`config.mk`:
```
export PLATFORM = sky130hd
export DESIGN_NAME = modular_exponentiation_core_flat
export DESIGN_NICKNAME = d
export VERILOG_FILES = /design/src/rtl/mex_pkg.sv /design/src/rtl/mex_if.sv /design/src/rtl/mex_mulmod.sv /design/src/rtl/mex_sequencer.sv /design/src/rtl/modular_exponentiation_core.sv /design/src/flat_wrapper.sv
export SDC_FILE = /design/constraint.sdc
export NUM_CORES = 2
export LEC_CHECK = 0
export BUFFER_PORTS_ARGS = -buffer_cell sky130_fd_sc_hd__buf_2
export CAP_MARGIN = 10
export CORE_ASPECT_RATIO = 0.7
export CORE_MARGIN = 1
export CORE_UTILIZATION = 40
export DETAILED_ROUTE_END_ITERATION = 8
export GPL_TIMING_DRIVEN = 0
export SLEW_MARGIN = 25
export SYNTH_ARGS = -nofsm -noshare
export SYNTH_HDL_FRONTEND = slang
export SYNTH_SLANG_ARGS = --single-unit
export TNS_END_PERCENT = 50
```
`constraint.sdc`:
```
create_clock -name clock -period 10.9 [get_ports clock]
set_input_delay 0 -clock clock [delete_from_list [all_inputs] [get_ports clock]]
set_output_delay 0 -clock clock [all_outputs]
set_load 0.01 [all_outputs]
```
`src/rtl/mex_pkg.sv`:
```
// shared types, constants and microcode table of the modular exponentiation core
// depends on nothing; every other file takes names from here by scope

package mex_pkg;

   // item field width, fixed by the channel format
   localparam int FIELD_WIDTH = 32;

   // defaults for the top level parameters
   localparam int DEFAULT_OPERAND_WIDTH  = 32;
   localparam int DEFAULT_EXPONENT_WIDTH = 32;

   // sequencer program counter
   localparam int PC_WIDTH = 4;

   // jump conditions
   localparam logic [2:0] COND_NONE        = 3'd0;
   localparam logic [2:0] COND_NO_REQ      = 3'd1;
   localparam logic [2:0] COND_EXP_ZERO    = 3'd2;
   localparam logic [2:0] COND_BIT_CLEAR   = 3'd3;
   localparam logic [2:0] COND_BUSY        = 3'd4;
   localparam logic [2:0] COND_EXP_NONZERO = 3'd5;
   localparam logic [2:0] COND_RSP_FULL    = 3'd6;

   // multiplier operand selects
   localparam logic ASEL_ACC  = 1'b0;
   localparam logic ASEL_BASE = 1'b1;
   localparam logic BSEL_BASE = 1'b0;
   localparam logic BSEL_ONE  = 1'b1;

   // write-back destinations
   localparam logic [1:0] DEST_NONE = 2'd0;
   localparam logic [1:0] DEST_BASE = 2'd1;
   localparam logic [1:0] DEST_ACC  = 2'd2;

   // program steps
   localparam logic [PC_WIDTH-1:0] STEP_IDLE  = 4'd0;
   localparam logic [PC_WIDTH-1:0] STEP_ZCHK  = 4'd1;
   localparam logic [PC_WIDTH-1:0] STEP_RBASE = 4'd2;
   localparam logic [PC_WIDTH-1:0] STEP_WAITB = 4'd3;
   localparam logic [PC_WIDTH-1:0] STEP_TEST  = 4'd4;
   localparam logic [PC_WIDTH-1:0] STEP_MUL   = 4'd5;
   localparam logic [PC_WIDTH-1:0] STEP_WAITM = 4'd6;
   localparam logic [PC_WIDTH-1:0] STEP_SQ    = 4'd7;
   localparam logic [PC_WIDTH-1:0] STEP_WAITS = 4'd8;
   localparam logic [PC_WIDTH-1:0] STEP_LOOP  = 4'd9;
   localparam logic [PC_WIDTH-1:0] STEP_DONE  = 4'd10;

   // one control word; actions fire only when the jump is not taken
   typedef struct packed {
      logic [2:0]          cond;
      logic [PC_WIDTH-1:0] target;
      logic                last;
      logic                start;
      logic                a_sel;
      logic                b_sel;
      logic [1:0]          dest;
      logic                shift_exp;
      logic                load_req;
      logic                fire_rsp;
   } uop_type;

   typedef struct packed {
      uop_type uop;
      logic    act;
   } ctrl_type;

   typedef struct packed {
      logic req_valid;
      logic unit_done;
      logic exp_zero;
      logic exp_bit0;
      logic rsp_full;
   } status_type;

   function automatic uop_type uop_make(input logic [2:0] cond,
                                        input logic [PC_WIDTH-1:0] target,
                                        input logic last, input logic start,
                                        input logic a_sel, input logic b_sel,
                                        input logic [1:0] dest, input logic shift_exp,
                                        input logic load_req, input logic fire_rsp);
      uop_type u;
      u.cond      = cond;
      u.target    = target;
      u.last      = last;
      u.start     = start;
      u.a_sel     = a_sel;
      u.b_sel     = b_sel;
      u.dest      = dest;
      u.shift_exp = shift_exp;
      u.load_req  = load_req;
      u.fire_rsp  = fire_rsp;
      return u;
   endfunction

   // microcode rom
   function automatic uop_type rom_read(input logic [PC_WIDTH-1:0] pc);
      uop_type u;
      case (pc)
         STEP_IDLE: begin
            u = uop_make(COND_NO_REQ, STEP_IDLE, 1'b0, 1'b0, ASEL_ACC, BSEL_BASE,
                         DEST_NONE, 1'b0, 1'b1, 1'b0);
         end
         STEP_ZCHK: begin
            u = uop_make(COND_EXP_ZERO, STEP_DONE, 1'b0, 1'b0, ASEL_ACC, BSEL_BASE,
                         DEST_NONE, 1'b0, 1'b0, 1'b0);
         end
         STEP_RBASE: begin
            u = uop_make(COND_NONE, STEP_IDLE, 1'b0, 1'b1, ASEL_BASE, BSEL_ONE,
                         DEST_NONE, 1'b0, 1'b0, 1'b0);
         end
         STEP_WAITB: begin
            u = uop_make(COND_BUSY, STEP_WAITB, 1'b0, 1'b0, ASEL_ACC, BSEL_BASE,
                         DEST_BASE, 1'b0, 1'b0, 1'b0);
         end
         STEP_TEST: begin
            u = uop_make(COND_BIT_CLEAR, STEP_SQ, 1'b0, 1'b0, ASEL_ACC, BSEL_BASE,
                         DEST_NONE, 1'b0, 1'b0, 1'b0);
         end
         STEP_MUL: begin
            u = uop_make(COND_NONE, STEP_IDLE, 1'b0, 1'b1, ASEL_ACC, BSEL_BASE,
                         DEST_NONE, 1'b0, 1'b0, 1'b0);
         end
         STEP_WAITM: begin
            u = uop_make(COND_BUSY, STEP_WAITM, 1'b0, 1'b0, ASEL_ACC, BSEL_BASE,
                         DEST_ACC, 1'b0, 1'b0, 1'b0);
         end
         STEP_SQ: begin
            u = uop_make(COND_NONE, STEP_IDLE, 1'b0, 1'b1, ASEL_BASE, BSEL_BASE,
                         DEST_NONE, 1'b0, 1'b0, 1'b0);
         end
         STEP_WAITS: begin
            u = uop_make(COND_BUSY, STEP_WAITS, 1'b0, 1'b0, ASEL_ACC, BSEL_BASE,
                         DEST_BASE, 1'b1, 1'b0, 1'b0);
         end
         STEP_LOOP: begin
            u = uop_make(COND_EXP_NONZERO, STEP_TEST, 1'b0, 1'b0, ASEL_ACC, BSEL_BASE,
                         DEST_NONE, 1'b0, 1'b0, 1'b0);
         end
         STEP_DONE: begin
            u = uop_make(COND_RSP_FULL, STEP_DONE, 1'b1, 1'b0, ASEL_ACC, BSEL_BASE,
                         DEST_NONE, 1'b0, 1'b0, 1'b1);
         end
         default: begin
            u = uop_make(COND_NONE, STEP_IDLE, 1'b1, 1'b0, ASEL_ACC, BSEL_BASE,
                         DEST_NONE, 1'b0, 1'b0, 1'b0);
         end
      endcase
      return u;
   endfunction

endpackage

```
`src/rtl/mex_if.sv`:
```
// valid/ready channel interfaces for request and response items
// depends on mex_pkg for the field width

interface mex_req_if;
   logic                             valid;
   logic                             ready;
   logic [mex_pkg::FIELD_WIDTH-1:0]  base_value;
   logic [mex_pkg::FIELD_WIDTH-1:0]  exponent;

   modport source (output valid, output base_value, output exponent, input ready);
   modport sink   (input valid, input base_value, input exponent, output ready);
endinterface

interface mex_rsp_if;
   logic                             valid;
   logic                             ready;
   logic [mex_pkg::FIELD_WIDTH-1:0]  power_result;

   modport source (output valid, output power_result, input ready);
   modport sink   (input valid, input power_result, output ready);
endinterface

```
`src/rtl/mex_mulmod.sv`:
```
// modular multiply unit: registered product, then restoring reduction one bit a cycle
// depends on mex_pkg for the default operand width

module mex_mulmod #(
   parameter int OPERAND_WIDTH = mex_pkg::DEFAULT_OPERAND_WIDTH
) (
   input  logic                     clock,
   input  logic                     reset,
   input  logic                     start,
   input  logic [OPERAND_WIDTH-1:0] op_a,
   input  logic [OPERAND_WIDTH-1:0] op_b,
   input  logic [OPERAND_WIDTH-1:0] modulus,
   output logic                     done,
   output logic [OPERAND_WIDTH-1:0] result
);

   localparam int OW = OPERAND_WIDTH;
   localparam int PW = 2 * OPERAND_WIDTH;
   localparam int CW = $clog2(PW);
   localparam logic [CW-1:0] LAST_STEP = CW'(PW - 1);

   localparam logic ST_IDLE   = 1'b0;
   localparam logic ST_REDUCE = 1'b1;

   logic          state_ff, state_in;
   logic [PW-1:0] product_ff, product_in;
   logic [OW-1:0] rem_ff, rem_in;
   logic [CW-1:0] count_ff, count_in;
   logic          done_ff, done_in;
   logic [OW-1:0] result_ff, result_in;

   logic [OW:0]   rem_shift;
   logic [OW:0]   mod_ext;
   logic [OW:0]   rem_sub;
   logic [OW-1:0] rem_next;
   logic [PW-1:0] product;

   assign product   = PW'(op_a) * PW'(op_b);
   assign rem_shift = {rem_ff, product_ff[PW-1]};
   assign mod_ext   = {1'b0, modulus};
   assign rem_sub   = rem_shift - mod_ext;
   assign rem_next  = (rem_shift >= mod_ext) ? rem_sub[OW-1:0] : rem_shift[OW-1:0];

   always_comb begin
      state_in   = state_ff;
      product_in = product_ff;
      rem_in     = rem_ff;
      count_in   = count_ff;
      done_in    = 1'b0;
      result_in  = result_ff;
      case (state_ff)
         ST_IDLE: begin
            if (start) begin
               product_in = product;
               rem_in     = '0;
               count_in   = '0;
               state_in   = ST_REDUCE;
            end
         end
         ST_REDUCE: begin
            if (modulus == '0) begin
               // zero modulus: plain wrap to the operand width
               done_in   = 1'b1;
               result_in = product_ff[OW-1:0];
               state_in  = ST_IDLE;
            end else begin
               product_in = product_ff << 1;
               rem_in     = rem_next;
               count_in   = count_ff + 1'b1;
               if (count_ff == LAST_STEP) begin
                  done_in   = 1'b1;
                  result_in = rem_next;
                  state_in  = ST_IDLE;
               end
            end
         end
         default: begin
            state_in = ST_IDLE;
         end
      endcase
   end

   always_ff @(posedge clock) begin
      if (reset) begin
         state_ff <= ST_IDLE;
         done_ff  <= 1'b0;
      end else begin
         state_ff <= state_in;
         done_ff  <= done_in;
      end
      product_ff <= product_in;
      rem_ff     <= rem_in;
      count_ff   <= count_in;
      result_ff  <= result_in;
   end

   assign done   = done_ff;
   assign result = result_ff;

endmodule

```
`src/rtl/mex_sequencer.sv`:
```
// microcode sequencer: program counter, rom lookup and conditional jumps
// depends on mex_pkg for the control word, status group and rom

module mex_sequencer (
   input  logic                clock,
   input  logic                reset,
   input  mex_pkg::status_type status,
   output mex_pkg::ctrl_type   ctrl
);

   logic [mex_pkg::PC_WIDTH-1:0] pc_ff, pc_in;
   mex_pkg::uop_type             uop;
   logic                         jump;

   assign uop = mex_pkg::rom_read(pc_ff);

   always_comb begin
      case (uop.cond)
         mex_pkg::COND_NONE:        jump = 1'b0;
         mex_pkg::COND_NO_REQ:      jump = !status.req_valid;
         mex_pkg::COND_EXP_ZERO:    jump = status.exp_zero;
         mex_pkg::COND_BIT_CLEAR:   jump = !status.exp_bit0;
         mex_pkg::COND_BUSY:        jump = !status.unit_done;
         mex_pkg::COND_EXP_NONZERO: jump = !status.exp_zero;
         mex_pkg::COND_RSP_FULL:    jump = status.rsp_full;
         default:                   jump = 1'b0;
      endcase
   end

   always_comb begin
      if (jump) begin
         pc_in = uop.target;
      end else if (uop.last) begin
         pc_in = mex_pkg::STEP_IDLE;
      end else begin
         pc_in = pc_ff + 1'b1;
      end
   end

   always_ff @(posedge clock) begin
      if (reset) begin
         pc_ff <= mex_pkg::STEP_IDLE;
      end else begin
         pc_ff <= pc_in;
      end
   end

   assign ctrl.uop = uop;
   assign ctrl.act = !jump;

endmodule

```
`src/rtl/modular_exponentiation_core.sv`:
```
// top level of the modular exponentiation core: datapath registers, handshakes, csr
// depends on mex_pkg, mex_if, mex_mulmod and mex_sequencer

// computes base_value ** exponent mod modulus by right-to-left square-and-multiply.
// the modulus is a csr that must be written while the core is idle; the block does
// not enforce this. it resets to 1, and only its low OPERAND_WIDTH bits count (a
// modulus of zero makes every product wrap to OPERAND_WIDTH bits). a zero exponent
// returns 1 as is, even for a modulus of 1. one item is worked at a time. every
// modular product goes through the shared multiply unit: a registered multiply,
// then bit-serial restoring reduction. a finished result sits in an output
// register, so the next item is taken while the previous result still waits to
// be collected.

module modular_exponentiation_core #(
   parameter int OPERAND_WIDTH  = mex_pkg::DEFAULT_OPERAND_WIDTH,
   parameter int EXPONENT_WIDTH = mex_pkg::DEFAULT_EXPONENT_WIDTH
) (
   input  logic                            clock,
   input  logic                            reset,
   mex_req_if.sink                         req_chan,
   mex_rsp_if.source                       rsp_chan,
   input  logic                            csr_write_enable,
   input  logic [mex_pkg::FIELD_WIDTH-1:0] csr_write_data
);

   localparam int OW = OPERAND_WIDTH;
   localparam int FW = mex_pkg::FIELD_WIDTH;
   // exponent bits that can actually arrive on the 32-bit field
   localparam int EXP_BITS = (EXPONENT_WIDTH < FW) ? EXPONENT_WIDTH : FW;

   // csr: modulus, reset to 1
   logic [OW-1:0] modulus_ff;

   // datapath registers
   logic [OW-1:0]       base_ff;
   logic [OW-1:0]       acc_ff;
   logic [EXP_BITS-1:0] exp_ff;

   // output register
   logic          rsp_valid_ff, rsp_valid_in;
   logic [FW-1:0] rsp_result_ff;

   mex_pkg::ctrl_type   ctrl;
   mex_pkg::status_type status;

   logic [OW-1:0] op_a;
   logic [OW-1:0] op_b;
   logic          mm_start;
   logic          mm_done;
   logic [OW-1:0] mm_result;

   logic          load_en;
   logic          wr_base;
   logic          wr_acc;
   logic          shift_en;
   logic          fire_en;
   logic          rsp_full;

   // ---- sequencer ----
   mex_sequencer u_seq (
      .clock  (clock),
      .reset  (reset),
      .status (status),
      .ctrl   (ctrl)
   );

   // output slot is busy only if the held item is not leaving this cycle
   assign rsp_full = rsp_valid_ff && !rsp_chan.ready;

   assign status.req_valid = req_chan.valid;
   assign status.unit_done = mm_done;
   assign status.exp_zero  = (exp_ff == '0);
   assign status.exp_bit0  = exp_ff[0];
   assign status.rsp_full  = rsp_full;

   // ready only in the idle step, the one step that waits for an item
   assign req_chan.ready = (ctrl.uop.cond == mex_pkg::COND_NO_REQ);

   // actions of the current step, qualified by "jump not taken"
   assign load_en  = ctrl.act && ctrl.uop.load_req;
   assign mm_start = ctrl.act && ctrl.uop.start;
   assign wr_base  = ctrl.act && (ctrl.uop.dest == mex_pkg::DEST_BASE);
   assign wr_acc   = ctrl.act && (ctrl.uop.dest == mex_pkg::DEST_ACC);
   assign shift_en = ctrl.act && ctrl.uop.shift_exp;
   assign fire_en  = ctrl.act && ctrl.uop.fire_rsp;

   // ---- multiplier operand selection ----
   assign op_a = (ctrl.uop.a_sel == mex_pkg::ASEL_ACC) ? acc_ff : base_ff;
   assign op_b = (ctrl.uop.b_sel == mex_pkg::BSEL_ONE) ? OW'(1) : base_ff;

   mex_mulmod #(
      .OPERAND_WIDTH (OPERAND_WIDTH)
   ) u_mulmod (
      .clock   (clock),
      .reset   (reset),
      .start   (mm_start),
      .op_a    (op_a),
      .op_b    (op_b),
      .modulus (modulus_ff),
      .done    (mm_done),
      .result  (mm_result)
   );

   // ---- csr ----
   always_ff @(posedge clock) begin
      if (reset) begin
         modulus_ff <= OW'(1);
      end else if (csr_write_enable) begin
         modulus_ff <= csr_write_data[OW-1:0];
      end
   end

   // ---- datapath registers ----
   always_ff @(posedge clock) begin
      if (load_en) begin
         // raw base; the first product (base times one) reduces it
         base_ff <= req_chan.base_value[OW-1:0];
         exp_ff  <= req_chan.exponent[EXP_BITS-1:0];
         acc_ff  <= OW'(1);
      end else begin
         if (wr_base) begin
            base_ff <= mm_result;
         end
         if (wr_acc) begin
            acc_ff <= mm_result;
         end
         if (shift_en) begin
            exp_ff <= exp_ff >> 1;
         end
      end
   end

   // ---- response output register ----
   always_comb begin
      rsp_valid_in = rsp_valid_ff;
      if (fire_en) begin
         rsp_valid_in = 1'b1;
      end else if (rsp_chan.ready) begin
         rsp_valid_in = 1'b0;
      end
   end

   always_ff @(posedge clock) begin
      if (reset) begin
         rsp_valid_ff <= 1'b0;
      end else begin
         rsp_valid_ff <= rsp_valid_in;
      end
      if (fire_en) begin
         rsp_result_ff <= FW'(acc_ff);
      end
   end

   assign rsp_chan.valid        = rsp_valid_ff;
   assign rsp_chan.power_result = rsp_result_ff;

   // ---- assertions ----

   // the core is not ready again in the cycle after it takes an item
   a_busy_after_accept: assert property (@(posedge clock) disable iff (reset)
      (req_chan.valid && req_chan.ready) |=> !req_chan.ready)
      else $error("request ready stayed high after an item was taken");

   // the multiply unit only finishes while the sequencer waits for it
   a_done_in_wait: assert property (@(posedge clock) disable iff (reset)
      mm_done |-> (ctrl.uop.cond == mex_pkg::COND_BUSY))
      else $error("multiply unit finished outside a wait step");

   // a new result never overwrites one still waiting at the output
   a_no_overwrite: assert property (@(posedge clock) disable iff (reset)
      fire_en |-> !(rsp_valid_ff && !rsp_chan.ready))
      else $error("result written over a pending item");

   // squaring only happens while exponent bits remain
   a_shift_nonzero: assert property (@(posedge clock) disable iff (reset)
      shift_en |-> (exp_ff != '0))
      else $error("exponent shifted after it reached zero");

   // no new product starts the cycle after one was started
   a_single_start: assert property (@(posedge clock) disable iff (reset)
      mm_start |=> !mm_start)
      else $error("multiply unit started twice in a row");

endmodule

```
`src/flat_wrapper.sv`:
```
// flat-port wrapper written by rule: the top's interface ports become plain ports
module modular_exponentiation_core_flat 
#(
   parameter int OPERAND_WIDTH  = mex_pkg::DEFAULT_OPERAND_WIDTH,
   parameter int EXPONENT_WIDTH = mex_pkg::DEFAULT_EXPONENT_WIDTH
)
  (clock, reset, csr_write_enable, csr_write_data, req_chan_valid, req_chan_base_value, req_chan_exponent, req_chan_ready, rsp_chan_valid, rsp_chan_power_result, rsp_chan_ready);
  mex_req_if req_chan_i ();
  mex_rsp_if rsp_chan_i ();
  input  logic clock;
  input  logic reset;
  input  logic csr_write_enable;
  input  logic [mex_pkg::FIELD_WIDTH-1:0] csr_write_data;
  input wire logic [$bits(req_chan_i.valid)-1:0] req_chan_valid;
  input wire logic [$bits(req_chan_i.base_value)-1:0] req_chan_base_value;
  input wire logic [$bits(req_chan_i.exponent)-1:0] req_chan_exponent;
  output wire logic [$bits(req_chan_i.ready)-1:0] req_chan_ready;
  output wire logic [$bits(rsp_chan_i.valid)-1:0] rsp_chan_valid;
  output wire logic [$bits(rsp_chan_i.power_result)-1:0] rsp_chan_power_result;
  input wire logic [$bits(rsp_chan_i.ready)-1:0] rsp_chan_ready;
  assign req_chan_i.valid = req_chan_valid;
  assign req_chan_i.base_value = req_chan_base_value;
  assign req_chan_i.exponent = req_chan_exponent;
  assign req_chan_ready = req_chan_i.ready;
  assign rsp_chan_valid = rsp_chan_i.valid;
  assign rsp_chan_power_result = rsp_chan_i.power_result;
  assign rsp_chan_i.ready = rsp_chan_ready;
  modular_exponentiation_core #(.OPERAND_WIDTH(OPERAND_WIDTH), .EXPONENT_WIDTH(EXPONENT_WIDTH)) u_core (.clock(clock), .reset(reset), .req_chan(req_chan_i), .rsp_chan(rsp_chan_i), .csr_write_enable(csr_write_enable), .csr_write_data(csr_write_data));
endmodule
```
==> impl_metrics.tcl <==
set metrics [dict create \
    ys.warnings.count 0 \
    cts_root_buffer "clkbuf_16" \
    syn2layout_area_growth_pct 11.7 \
    syn-num-nets 6420 \
    boundaryPins 135 \
    drv_slew 0 \
    slew_headroom 0.164 \
    postSynth.asyncResetShare 0 \
    yosys.area.top_type "fa_1" \
    ff2ff_setup_slack_ns -0.05 \
    cpMaxStageDelayCell "mux2i_1" \
    num_rows 105 \
    first_iter_violations 4837 \
    wl_microns 204000 \
    numClockSinks 317 \
    layout_commonest_cell "inv_1" \
    drc 0 \
    cap_violations 0 \
    fmax_mhz 91.3 \
    crit_top_cell "fa_1" \
    start_util 0.405 \
    fin_setup_tns_ns -0.0866 \
    htreeDepth 2 \
    yosysTopAreaCellShare 0.377 \
    n_fill_cell 11600 \
    grt_start_max_net_pins 33 \
    cts_tree "done" \
    min_path_type "primary input to flip-flop" \
    cp-start-kind "flip-flop" \
    grt_pass1_wl_microns 292000 \
    grt_pass1_vias 39200 \
    required_ns 11.26 \
    synth-edff-count 230 \
    post-route-util 0.452 \
    fin_crit_sh 1.00 \
    die_w_microns 415 \
    synth_area_sq_mm 0.0477 \
    grt_overflow 0 \
    antenna_found_initial 18 \
    wire_per_inst_microns 29.1 \
    dr.pass1.iters 6 \
    drive_above_1_share 0.0845 \
    yosysSeqAreaShare 0.181 \
    io_buffers 133 \
    outcome "finished with violations" \
    antenna_left 0 \
    gp_congestion 1.08 \
    hold_viol 0 \
    path_class "flip-flop to flip-flop" \
    final_nets 6708 \
    die_area_sq_mm 0.121 \
    clkLatencyLatePin_ns 0.62 \
    setup_violations 2 \
    dp_hpwl_microns 171000 \
    cp.arrival_ns 11.31 \
    synth_cell_types 83 \
    synthCells 5125 \
    clockBufferDepth 3 \
    die_h_microns 291 \
    cp_max_fo 10 \
    synthFlopType "edfxtp_1" \
    layout_common_cells "inv_1 (906), fa_1 (897), nor2_1 (770)" \
    synthTopCellsByArea "fa_1 (38%), edfxtp_1 (14%), ha_1 (7.8%), inv_1 (7.1%), nor2_1 (6.1%)" \
    setup_ws_ns -0.0523 \
    rsz0062_at_grt "true" \
    ys_ff_latch 317 \
    viasPerCell 5.60 \
    grt_use_total 0.341 \
    syn_area_per_cell_sq_um 9.30 \
    skew_ns 0.0740 \
    tightest_slew_ns 1.25 \
    cts_buffers 37 \
    slowest_delay_ns 0.76 \
    end_kind "flip-flop" \
    clk_pin_slew_worst_paths_ns 0.07 \
    vias 39200 \
    place_worst_setup_slack_ns -1.14 \
    violations "setup timing" \
    fp.coreArea_sq_mm 0.118 \
    period_needed_ns 10.95 \
]
==> logic make-up after synthesis <==
kind of cell / Yosys count / share of synthesized area
AND/OR/NAND/NOR: 1660 / 0.146
adder cells (fa/ha/maj): 1194 / 0.455
buffers and inverters: 1187 / 0.0947
AO/OA/AOI/OAI: 479 / 0.0625
flip-flops: 317 / 0.181
multiplexers: 201 / 0.0450
XOR/XNOR: 87 / 0.0160
==> per-layer routing <==
metal,GRT usage,routed length [microns]
met1,0.517,90800
met3,0.125,28300
met4,0.108,7700
met5,0,261
met2,0.442,77000
==> final timing paths <==
path / from / end / depth (start not counted)
setup reg to reg: u_core.u_seq.uop[6] / u_core.u_mulmod.product_ff[63] / 26
setup / recovery: u_core.u_seq.uop[6] / u_core.u_mulmod.product_ff[63] / 26
hold / removal: csr_write_data[22] / u_core.modulus_ff[22] / 4
hold reg to reg: u_core.u_mulmod.result[17] / u_core.acc_ff[17] / 2
==> sequential cells by signal, summed over array words and instances (netlist names) <==
signal,flops
u_core.u_mulmod.product_ff,64
u_core.acc_ff,32
u_core.base_ff,32
u_core.exp_ff,32
u_core.modulus_ff,32
u_core.rsp_chan.power_result,32
u_core.u_mulmod.rem_ff,32
u_core.u_mulmod.result,32
u_core.u_seq.uop,16
u_core.u_mulmod.count_ff,6
u_core.u_seq.pc_ff,4
u_core.rsp_chan.valid,1
u_core.u_mulmod.done,1
u_core.u_mulmod.state_ff,1
==> layout make-up <==
| cell class | instances | area (sq um) | area share |
|---|---|---|---|
| sequential | 317 | 8650 | 0.162 |
| inverter | 907 | 3400 | 0.0639 |
| antenna | 11 | 27.5 | 0.000517 |
| timing repair buffer | 252 | 2010 | 0.0378 |
| buffer | 277 | 1200 | 0.0225 |
| tap | 1551 | 1940 | 0.0364 |
| clock buffer | 46 | 1050 | 0.0198 |
| clock inverter | 21 | 269 | 0.00505 |
| multi-input combinational | 3621 | 34700 | 0.652 |
==> repair_timing <==
action | 4_1_cts | 5_1_grt
resized for setup | 29 | 42
pin swaps | 0 | 2
hold endpoints to repair | 99 | 0
buffers inserted | 0 | 1
hold buffers | 100 | 0
setup endpoints to repair | 32 | 20
gates cloned | 0 | 0
==> Yosys cell counts (all sizes together), types with 22 or more instances <==
| master | count |
|---|---|
| a21o | 44 |
| a21oi | 168 |
| and3 | 27 |
| buf | 51 |
| clkbuf | 229 |
| dfxtp | 87 |
| edfxtp | 230 |
| fa | 897 |
| ha | 297 |
| inv | 907 |
| mux2 | 105 |
| mux2i | 96 |
| nand2 | 614 |
| nand2b | 40 |
| nand3 | 35 |
| nand4 | 32 |
| nor2 | 771 |
| nor2b | 40 |
| nor3 | 24 |
| nor4 | 25 |
| o21ai | 124 |
| o21bai | 22 |
| xnor2 | 54 |
| xor2 | 33 |
==> worst max-delay path: cells and delay by family (launching register included) <==
kind                     cells  cell delay, ns
multiplexers                 1            0.76
flip-flops                   1            0.32
AND/OR/NAND/NOR              7            1.62
buffers and inverters        6            2.12
AO/OA/AOI/OAI                3            1.23
adder cells (fa/ha/maj)      9            4.61
==> through the flow <==
stage | area, sq um | hold WS, ns | instances
floorplan | 47700 | 0.118 | 5125
global placement | 50300 | 0.203 | 6809
detailed placement | 50700 | 0.214 | 6826
CTS | 53100 | 0.154 | 6991
global route | 53200 | 0.212 | 6994
finish | 53200 | 0.179 | 7003
Power is left out: the tool's default activity adds up to more than one toggle a clock period on the data nets, which glitch-free logic cannot reach.
